<file path="config.mk">
export PLATFORM = sky130hd
export DESIGN_NAME = gvn_ram
export DESIGN_NICKNAME = d
export VERILOG_FILES = /design/src/design/gvn_ram.sv
export SDC_FILE = /design/constraint.sdc
export NUM_CORES = 1
export LEC_CHECK = 0
export BUFFER_PORTS_ARGS = -buffer_cell sky130_fd_sc_hd__buf_2
export CELL_PAD_IN_SITES_DETAIL_PLACEMENT = 0
export CELL_PAD_IN_SITES_GLOBAL_PLACEMENT = 2
export CORE_ASPECT_RATIO = 2
export CORE_MARGIN = 2
export CORE_UTILIZATION = 43
export DETAILED_ROUTE_END_ITERATION = 7
export PLACE_DENSITY = 0.76
export SETUP_SLACK_MARGIN = 0.5
export SYNTH_ARGS = -nofsm -noshare
export SYNTH_HDL_FRONTEND = slang
export SYNTH_SLANG_ARGS = --single-unit
</file>
<file path="constraint.sdc">
create_clock -name clk -period 1.9 [get_ports clk]
set_input_delay 0.285 -clock clk [delete_from_list [all_inputs] [get_ports clk]]
set_output_delay 0.285 -clock clk [all_outputs]
set_load 0.03 [all_outputs]
</file>
<file path="src/design/gvn_ram.sv">
`timescale 1ns / 1ps
// ----------------------------------------------------------------------------
// gvn_ram: generic single port RAM
// One address per cycle, written when we is high and read every cycle; the read data is registered.
// ----------------------------------------------------------------------------
module gvn_ram #(
	parameter int Width = 8,
	parameter int Depth = 16
) (
	input  logic                     clk,
	input  logic                     we,
	input  logic [$clog2(Depth)-1:0] addr,
	input  logic [Width-1:0]         wdata,
	output logic [Width-1:0]         rdata
);
	logic [Width-1:0] mem_q [Depth];

	always_ff @(posedge clk) begin
		if (we) begin
			mem_q[addr] <= wdata;
		end
		rdata <= mem_q[addr];
	end
endmodule

</file>
==> results.ini <==
[finish]
final_cell_count_no_fill=430
drive_above_1_share_pct=39.6
mostFrequentLayoutCell=edfxtp_1
diodes=0
layout_common_cells=128 x edfxtp_1, 32 x mux4_2, 21 x buf_2, 17 x clkbuf_16, 16 x a22oi_1
nNetsFinal=286
syn_to_final_growth_pct=22.1

[synth]
ys_types=18
yosysSeqAreaShare_pct=79.0
synth-edff-count=128
synthXorXnorAreaFrac_pct=0
synth_top_area_cell=edfxtp_1
synth-compound-area-share_pct=2.37
syn_avg_cell_area_sq_um=22.0
synth_top_area_share_pct=75.9
syn_nets=244
yosys.area_share.simple_pct=3.21
synth_fa_ha_area_share_pct=0
synth.area.top_cells=edfxtp_1 76%, mux4_2 14%, dfxtp_1 3.2%
synthMuxAreaShare_pct=14.2
synth-seq-cells=136
synth_cells=230
yosysWarnings=0
async_flop_share_pct=0
synthesis.area_sq_um=5070
synth_ff_type=edfxtp_1
synth_top_family_by_area=multiplexers

[drt]
routed.top_layer=met4
postRouteAntennaNets=0
vias=2336
drc=0
vias_per_cell=5.43
met1_length_microns=3720
routedWlPerCell_microns=22.5
routed_wl_microns=9690
firstDrtPassIters=4
dr_wl_met3_microns=236
first_iter_violations=155
routed-wl-met2_microns=5460

[clock_tree]
cts-root-buf=clkbuf_16
clock_sinks=136
cts-hold-fix-buffers=0
cts_resized=0
cts_tree=built
clk_path_buf_depth=2
cts_setup_buffers=0
htree_num_levels=4
numCtsBuffers=17
cts.clk_slew.worst_paths_ps=60
worstSkewPairLatency_ps=410

[sta]
finalMaxSlewViolations=0
hold_viol=0
relSlewSlack_pct=69.1
holdWs_ps=247
setup_ws_ps=539
fin_crit_ps=1360
setup_viol=0
worst_pin_slew_ps=463
skew_ps=2.54
fin_tns_setup_ps=0
rsz0062_at_grt=no
period_share_pct=71.6
timing.fmax_mhz=735

[run_status]
status=complete, no violations

[critical_path]
critPathArrivalTime_ps=1660
criticalPathCategory=reg2reg
crit_path_end_kind=register
required_ps=2190
startpoint_type=register
cpPeakStageDelay_ps=480
r2r_cells=3
slowest_stage=mux4_2
path_cells=mux4_2, a22oi_1, nand2_1
crit_fanout=1

[global_route]
antenna_found_initial=0
grtUsageTotal_pct=17.2
grt_max_degree=17
grt_pass1_vias=2585
grt_pass1_wl_microns=14800
gr-total-overflow=0

[floorplanning]
start_util_pct=43.6
die-height_microns=158
core_region_area_sq_um=11600
std_cell_rows=56
die_area_sq_um=12700
ios=22
die_w_microns=80.8

[hold_path]
hp-class=in2reg
hold_depth=1

[placement]
dp.final_hpwl_microns=6440
gp_congestion=0.736
pre_cts_ws_ps=202
place_inst=398
numPortBuffers=21

[power]
power.leakage_nw=2.00
p_per_area_nw_per_um2=1150
ir_worst_vdd_uv=734

[run]
drv_cap=0

-- routing by layer --
metal	vias to the layer above	GRT usage [%]
li1	1045	-
met3	20	4.01
met1	1222	19.0
met5	-	0
met2	49	29.9
met4	0	9.77
-- power by group --
group,switching [W],internal [W]
sequential,0.0000165,0.00335
clock,0.00120,0.00218
combinational,0.000229,0.000150
-- flip-flops by register name, summed over array words and instances, names as in the netlist --
name   count
mem_q    128
rdata      8
-- cell families (layout without fill, tap and decap cells) --
kind of cell	Yosys count	after routing
mux	32	32
buf+inv	11	66
simple gates	35	35
flops	136	136
compound gates	16	16
-- through the flow --
step / area, sq um / total power, W / utilization, %
detailed placement: 5580 / 0.00382 / 48.0
CTS: 6190 / 0.00718 / 53.2
global route: 6190 / 0.00731 / 53.2
global placement: 5580 / 0.00381 / 48.0
floorplan: 5210 / 0.00367 / -
finish: 6190 / 0.00713 / 53.2
-- critical path: cells and delay by family, from the launching register on --
family          cells  cell delay [ps]
mux                 1              480
simple gates        1              100
compound gates      1              300
flops               1              360
-- worst paths after layout --
path                 end  slack, ps          from
min          mem_q[1][2]        250      wdata[2]
min reg2reg     rdata[6]        670  mem_q[15][6]
max             rdata[5]        540   mem_q[3][5]
max reg2reg     rdata[5]        540   mem_q[3][5]
-- cell usage after synthesis (all sizes together), types with 2 or more instances --
cell type	count
nor2b	2
buf	8
dfxtp	8
edfxtp	128
nand2	9
nor2	13
mux4	32
nand2b	2
nor3	4
clkbuf	3
nand3b	2
a22oi	16
-- area by class of cell --
class / instances / area, sq um
Clock buffer: 18 / 429
Tap cell: 145 / 181
Timing Repair Buffer: 34 / 265
Clock inverter: 14 / 180
Fill cell: 958 / 5440
Multi-Input combinational cell: 83 / 1130
Sequential cell: 136 / 4000
No activity file was read; power rests on OpenSTA's default activity.
