## src/design/gvn_pkg.sv

```systemverilog
`timescale 1ns / 1ps
// ----------------------------------------------------------------------------
// gvn_pkg: shared constants, types and a function for the grid vertex normals block
// Holds the store geometry, the operation codes and the packing of store addresses.
// ----------------------------------------------------------------------------
package gvn_pkg;

	localparam int MaxWidth   = 64;
	localparam int MaxHeight  = 64;
	localparam int ColBits    = $clog2(MaxWidth);
	localparam int RowBits    = $clog2(MaxHeight);
	localparam int AddrBits   = RowBits + ColBits;
	localparam int Depth      = MaxWidth * MaxHeight;
	localparam int PosBits    = 24;
	localparam int PosWord    = 3 * PosBits;
	localparam int NrmBits    = 20;
	localparam int NrmWord    = 3 * NrmBits;
	localparam int DimBits    = 7;

	typedef enum logic [1:0] {
		OP_WRITE   = 2'd0,
		OP_COMPUTE = 2'd1,
		OP_READ    = 2'd2,
		OP_NONE    = 2'd3
	} op_t;

	function automatic logic [AddrBits-1:0] grid_addr(input logic [RowBits-1:0] r,
			input logic [ColBits-1:0] c);
		grid_addr = {r, c};
	endfunction

endpackage

```

## src/design/gvn_norm.sv

```systemverilog
`timescale 1ns / 1ps
// ----------------------------------------------------------------------------
// gvn_norm: iterative vector normalizer
// Shifts the vector so its largest magnitude lies in [2^29, 2^30), takes the
// integer square root of the squared length one bit a cycle with a shared
// multiplier for the squares, then divides each component by restoring
// division one quotient bit a cycle.
// ----------------------------------------------------------------------------
module gvn_norm
	import gvn_pkg::*;
(
	input  logic               clk,
	input  logic               arst_n,
	input  logic               start,
	input  logic signed [63:0] vx,
	input  logic signed [63:0] vy,
	input  logic signed [63:0] vz,
	output logic               done,
	output logic signed [NrmBits-1:0] ox,
	output logic signed [NrmBits-1:0] oy,
	output logic signed [NrmBits-1:0] oz
);
	typedef enum logic [2:0] {S_IDLE, S_SHIFT, S_SQ, S_ROOT, S_DIV, S_DONE} st_t;

	st_t         st_q;
	logic [62:0] mag_q [3];
	logic [2:0]  neg_q;
	logic [63:0] sum_q;
	logic [1:0]  k_q;
	logic [63:0] rem_q;
	logic [31:0] res_q;
	logic [5:0]  cnt_q;
	logic [46:0] num_q;
	logic [31:0] den_q;
	logic [46:0] quo_q;
	logic [NrmBits-1:0] out_q [3];

	logic [62:0] m01, m012;
	logic [63:0] sq;
	logic [31:0] mk;
	logic [63:0] trial;
	logic [32:0] dtrial;

	assign m01  = (mag_q[0] > mag_q[1]) ? mag_q[0] : mag_q[1];
	assign m012 = (m01 > mag_q[2]) ? m01 : mag_q[2];
	assign mk   = mag_q[k_q][31:0];
	assign sq   = {32'd0, mk} * {32'd0, mk};
	assign trial = {rem_q[61:0], sum_q[63:62]};
	assign dtrial = {rem_q[31:0], num_q[46]} - {1'b0, den_q};

	always_ff @(posedge clk or negedge arst_n) begin
		if (!arst_n) begin
			st_q <= S_IDLE;
			done <= 1'b0;
		end else begin
			done <= (st_q == S_DONE);
			unique case (st_q)
				S_IDLE: begin
					if (start) begin
						mag_q[0] <= vx[63] ? 63'(-vx) : vx[62:0];
						mag_q[1] <= vy[63] ? 63'(-vy) : vy[62:0];
						mag_q[2] <= vz[63] ? 63'(-vz) : vz[62:0];
						neg_q <= {vz[63], vy[63], vx[63]};
						st_q <= S_SHIFT;
					end
				end
				S_SHIFT: begin
					// One bit of shift a cycle until the largest lands in range.
					if (m012 == '0) begin
						for (int i = 0; i < 3; i++) out_q[i] <= '0;
						st_q <= S_DONE;
					end else if (m012 >= 63'd1 << 30) begin
						for (int i = 0; i < 3; i++) mag_q[i] <= mag_q[i] >> 1;
					end else if (m012 < 63'd1 << 29) begin
						for (int i = 0; i < 3; i++) mag_q[i] <= mag_q[i] << 1;
					end else begin
						sum_q <= '0;
						k_q <= '0;
						st_q <= S_SQ;
					end
				end
				S_SQ: begin
					sum_q <= sum_q + sq;
					if (k_q == 2'd2) begin
						st_q <= S_ROOT;
						rem_q <= '0;
						res_q <= '0;
						cnt_q <= '0;
					end
					k_q <= k_q + 2'd1;
				end
				S_ROOT: begin
					// Digit by digit square root, two radicand bits a cycle.
					sum_q <= {sum_q[61:0], 2'b00};
					if (trial >= {30'd0, res_q, 2'b01}) begin
						rem_q <= trial - {30'd0, res_q, 2'b01};
						res_q <= {res_q[30:0], 1'b1};
					end else begin
						rem_q <= trial;
						res_q <= {res_q[30:0], 1'b0};
					end
					cnt_q <= cnt_q + 6'd1;
					if (cnt_q == 6'd31) begin
						st_q <= S_DIV;
						k_q <= '0;
						cnt_q <= '0;
					end
				end
				S_DIV: begin
					if (cnt_q == '0) begin
						den_q <= res_q;
						num_q <= {1'b0, mag_q[k_q][31:0], 14'd0} + {16'd0, res_q[31:1]};
						rem_q <= '0;
						quo_q <= '0;
						cnt_q <= 6'd1;
					end else begin
						num_q <= {num_q[45:0], 1'b0};
						if (!dtrial[32]) begin
							rem_q <= {31'd0, dtrial};
							quo_q <= {quo_q[45:0], 1'b1};
						end else begin
							rem_q <= {rem_q[62:0], num_q[46]};
							quo_q <= {quo_q[45:0], 1'b0};
						end
						if (cnt_q == 6'd47) begin
							// The last quotient bit is appended here.
							out_q[k_q] <= {quo_q[NrmBits-2:0], ~dtrial[32]};
							cnt_q <= '0;
							if (k_q == 2'd2) st_q <= S_DONE;
							k_q <= k_q + 2'd1;
						end else begin
							cnt_q <= cnt_q + 6'd1;
						end
					end
				end
				S_DONE: begin
					st_q <= S_IDLE;
				end
				default: st_q <= S_IDLE;
			endcase
		end
	end

	always_comb begin
		ox = neg_q[0] ? -$signed(out_q[0]) : $signed(out_q[0]);
		oy = neg_q[1] ? -$signed(out_q[1]) : $signed(out_q[1]);
		oz = neg_q[2] ? -$signed(out_q[2]) : $signed(out_q[2]);
	end
endmodule

```

## config.mk

```make
export PLATFORM = sky130hd
export DESIGN_NAME = gvn_norm
export DESIGN_NICKNAME = d
export VERILOG_FILES = /design/src/design/gvn_pkg.sv /design/src/design/gvn_norm.sv
export SDC_FILE = /design/constraint.sdc
export NUM_CORES = 2
export LEC_CHECK = 0
export BUFFER_PORTS_ARGS = -buffer_cell sky130_fd_sc_hd__clkbuf_2
export CAP_MARGIN = 20
export CORE_ASPECT_RATIO = 1.25
export CORE_UTILIZATION = 53
export DETAILED_ROUTE_END_ITERATION = 10
export GPL_TIMING_DRIVEN = 1
export HOLD_SLACK_MARGIN = 0.05
export MAX_ROUTING_LAYER = met4
export PLACE_DENSITY = 0.74
export SLEW_MARGIN = 30
export SYNTH_ARGS = -nofsm -noshare
export SYNTH_HDL_FRONTEND = slang
export SYNTH_SLANG_ARGS = --single-unit
```

## constraint.sdc

```tcl
create_clock -name clk -period 10.7 [get_ports clk]
set_input_delay 2.14 -clock clk [delete_from_list [all_inputs] [get_ports clk]]
set_output_delay 2.14 -clock clk [all_outputs]
set_load 0.01 [all_outputs]
```

==> impl_metrics.toml <==
[run_status]
outcome = "completed"

[placement]
hpwl_um = 165000
port_buffers = 255
placed_cells = 9147
gp_congestion = 0.991

[timing]
worstMarginPinSlew_ns = 1.20
finClkSkew_ns = 0.0861
setup-violations-final = 0
fin_crit_ns = 10.28
maxSlewHeadroom_pct = 17.9
finalMaxSlewViolations = 0
hold_viol = 0
fmax_ghz = 0.0972
period_share_pct = 96.1

[drt]
post_drt_wl_per_cell_um = 22.3
dr.pass1.iters = 6
drt_iter0_drc = 5450
drt-vias-per-instance = 5.90
vias = 54700
top_layer = "met4"
dr_wl_met3_um = 18800
m1WireLength_um = 78600
wl_met2_um = 97300
ant_nets = 0
drc = 0
wl_um = 207000

[clock_tree]
htree_levels = 2
cts_root_buf = "clkbuf_16"
cts_tree = "yes"
cts_sinks = 522
clockBufferDepth = 3
clk-insertion-delay-late_ns = 0.71
cts_setup_buffers = 0
hold_buffers = 0
clk_pin_slew_ns = 0.07
cts-buffers-inserted = 57

[synth]
synth-edff-count = 516
synth.area.top_cells = "fa_1 (26%), edfxtp_1 (23%), ha_1 (8.7%)"
yosysUniqueCellTypes = 82
synthArstFlopShare_pct = 0.766
ys_ff_latch = 522
yosysSeqAreaShare_pct = 23.3
avgSynthCellArea_sq_um = 9.08
synthTopCellsByCount = "inv_1 (1354), nand2_1 (942), fa_1 (883), o21ai_0 (555), edfxtp_1 (516)"
yosysMostFrequentCell = "inv_1"
synthFlopType = "edfxtp_1"
synth.top_cell.area_share_pct = 26.3
yosysWarnings = 0
synthCells = 7391
synth_nets = 8935
yosys.area.top_type = "fa_1"
netlist_area_sq_mm = 0.0671

[setup_path]
crit_path_start_kind = "flip-flop"
crit_fanout = 14
rr_worst_depth = 33
worst_setup_path_end_kind = "flip-flop"
reg2reg_to = "sum_q[55]"
cp_slowest_stage_delay_ns = 0.60
critical_path_class = "reg2reg"
crit_arrival_ns = 10.73
cpMostUsedCell = "fa_1"
worstPathRequired_ns = 11.14
cp_slowest_cell = "inv_1"
r2r_slack_ns = 0.42

[min_path]
hp-start = "res_q[5]"
hold_path_end = "den_q[5]"
whs_path_depth = 0
hold_class = "reg2reg"

[die]
fp.coreArea_sq_mm = 0.125
die_w_um = 320
dieArea_sq_mm = 0.128
ios = 256
start_util_pct = 53.5
die_h_um = 400
rows = 145

[global_route]
grt_start_max_net_pins = 230
grt_pass1_wl_um = 321000
grt_pass1_vias = 55700
antenna_found_initial = 23
grt_remaining_overflow = 0
grt_usage_pct = 34.0

[finish]
area_growth_pct = 8.14
final_cell_count_no_fill = 9276
layout.nets = 9061
drive_gt1_share_pct = 7.40

[flow_run]
cap_viol_max_count = 0
## worst max-delay path by stage
stage / from / end / slack (ns) / depth (start not counted)
final: flip-flop / sum_q[55] / 0.42 / 33
after global routing: flip-flop / sum_q[62] / -0.0004 / 33
after CTS: flip-flop / sum_q[55] / 0.27 / 32
after detailed placement: flip-flop / sum_q[55] / 0.31 / 32
after global placement: flip-flop / sum_q[55] / 0.46 / 34
after floorplan: mag_q[0][38] / mag_q[0][0] / 0.44 / 25
## cell families after synthesis
kind of cell	synth area share, %
buffers and inverters	9.46
muxes	0.904
DFF	23.3
adders and majority gates	35.0
AOI/OAI and AO/OA	12.7
and+or+nand+nor	13.2
xor gates and xnor gates	5.42
## what timing repair did
action,4_1_cts,5_1_grt
setup endpoints to repair,0,6
hold endpoints to repair,0,0
resized for setup,0,8
## state kept, by name, indices dropped and copies added (netlist names), 2 cells and up, named ones only
signal,flops
cnt_q,6
den_q,32
k_q,2
mag_q,189
neg_q,3
num_q,47
out_q,60
quo_q,19
rem_q,62
res_q,32
st_q,3
sum_q,64
## cell usage in the layout, fill, tap and decap left out, types with 11 or more instances in the layout
| cell type | instances |
|---|---|
| inv_1 | 1353 |
| nand2_1 | 940 |
| fa_1 | 883 |
| o21ai_0 | 549 |
| edfxtp_1 | 516 |
| ha_1 | 466 |
| nor2_1 | 452 |
| clkbuf_2 | 254 |
| xor2_1 | 226 |
| a21oi_1 | 224 |
| xnor2_1 | 189 |
| o211ai_1 | 133 |
| buf_4 | 125 |
| a21o_1 | 89 |
| o31ai_1 | 81 |
| and3_1 | 78 |
| nand3_1 | 73 |
| nor4_1 | 66 |
| nand4_1 | 61 |
| clkbuf_16 | 57 |
| mux2i_1 | 55 |
| or3_1 | 55 |
| nor3_1 | 54 |
| o22ai_1 | 51 |
| o21a_1 | 43 |
| o41ai_1 | 36 |
| or4_1 | 35 |
| and2_1 | 28 |
| a211oi_1 | 26 |
| nor2b_1 | 25 |
| nand2b_1 | 25 |
| o21bai_1 | 22 |
| diode_2 | 21 |
| a31oi_1 | 21 |
| or2_2 | 16 |
| clkinv_2 | 12 |
| clkinv_1 | 11 |
| clkbuf_1 | 11 |
## metrics by stage
stage	util, %	worst slack (ns)	area, sq um	hold WS [ns]	setup TNS (ns)
after global placement	56.2	0.456	70400	0.432	0
final	57.9	0.416	72600	0.449	0
after detailed placement	56.3	0.310	70500	0.435	0
after CTS	57.8	0.271	72500	0.447	0
after floorplan	-	0.442	67100	0.426	0
after global routing	57.9	-0.000390	72600	0.450	-0.000390
## metal layers
metal / up-vias / track usage, %
met2: 2644 / 54.3
met4: 0 / 16.9
met1: 26900 / 41.5
met3: 587 / 6.23
li1: 24600 / -
met5: - / -
## final cells by class
class,instances,area (sq um)
Fill cell,11000,52800
Clock buffer,71,1510
Inverter,1365,5130
Tap cell,1690,2110
Sequential cell,522,15600
Antenna cell,21,52.6
Clock inverter,36,442
Multi-Input combinational cell,5184,45300
Timing Repair Buffer,387,2370
## critical path: cells and delay by family, from the launching register on
kind,cells,cell delay (ns)
xor gates and xnor gates,1,0.16
muxes,1,0.11
AOI/OAI and AO/OA,9,2.61
DFF,1,0.56
buffers and inverters,9,1.54
and+or+nand+nor,4,0.88
adders and majority gates,9,4.12
Power is left out: the tool's default activity adds up to more than one toggle a clock period on the data nets, which glitch-free logic cannot reach.
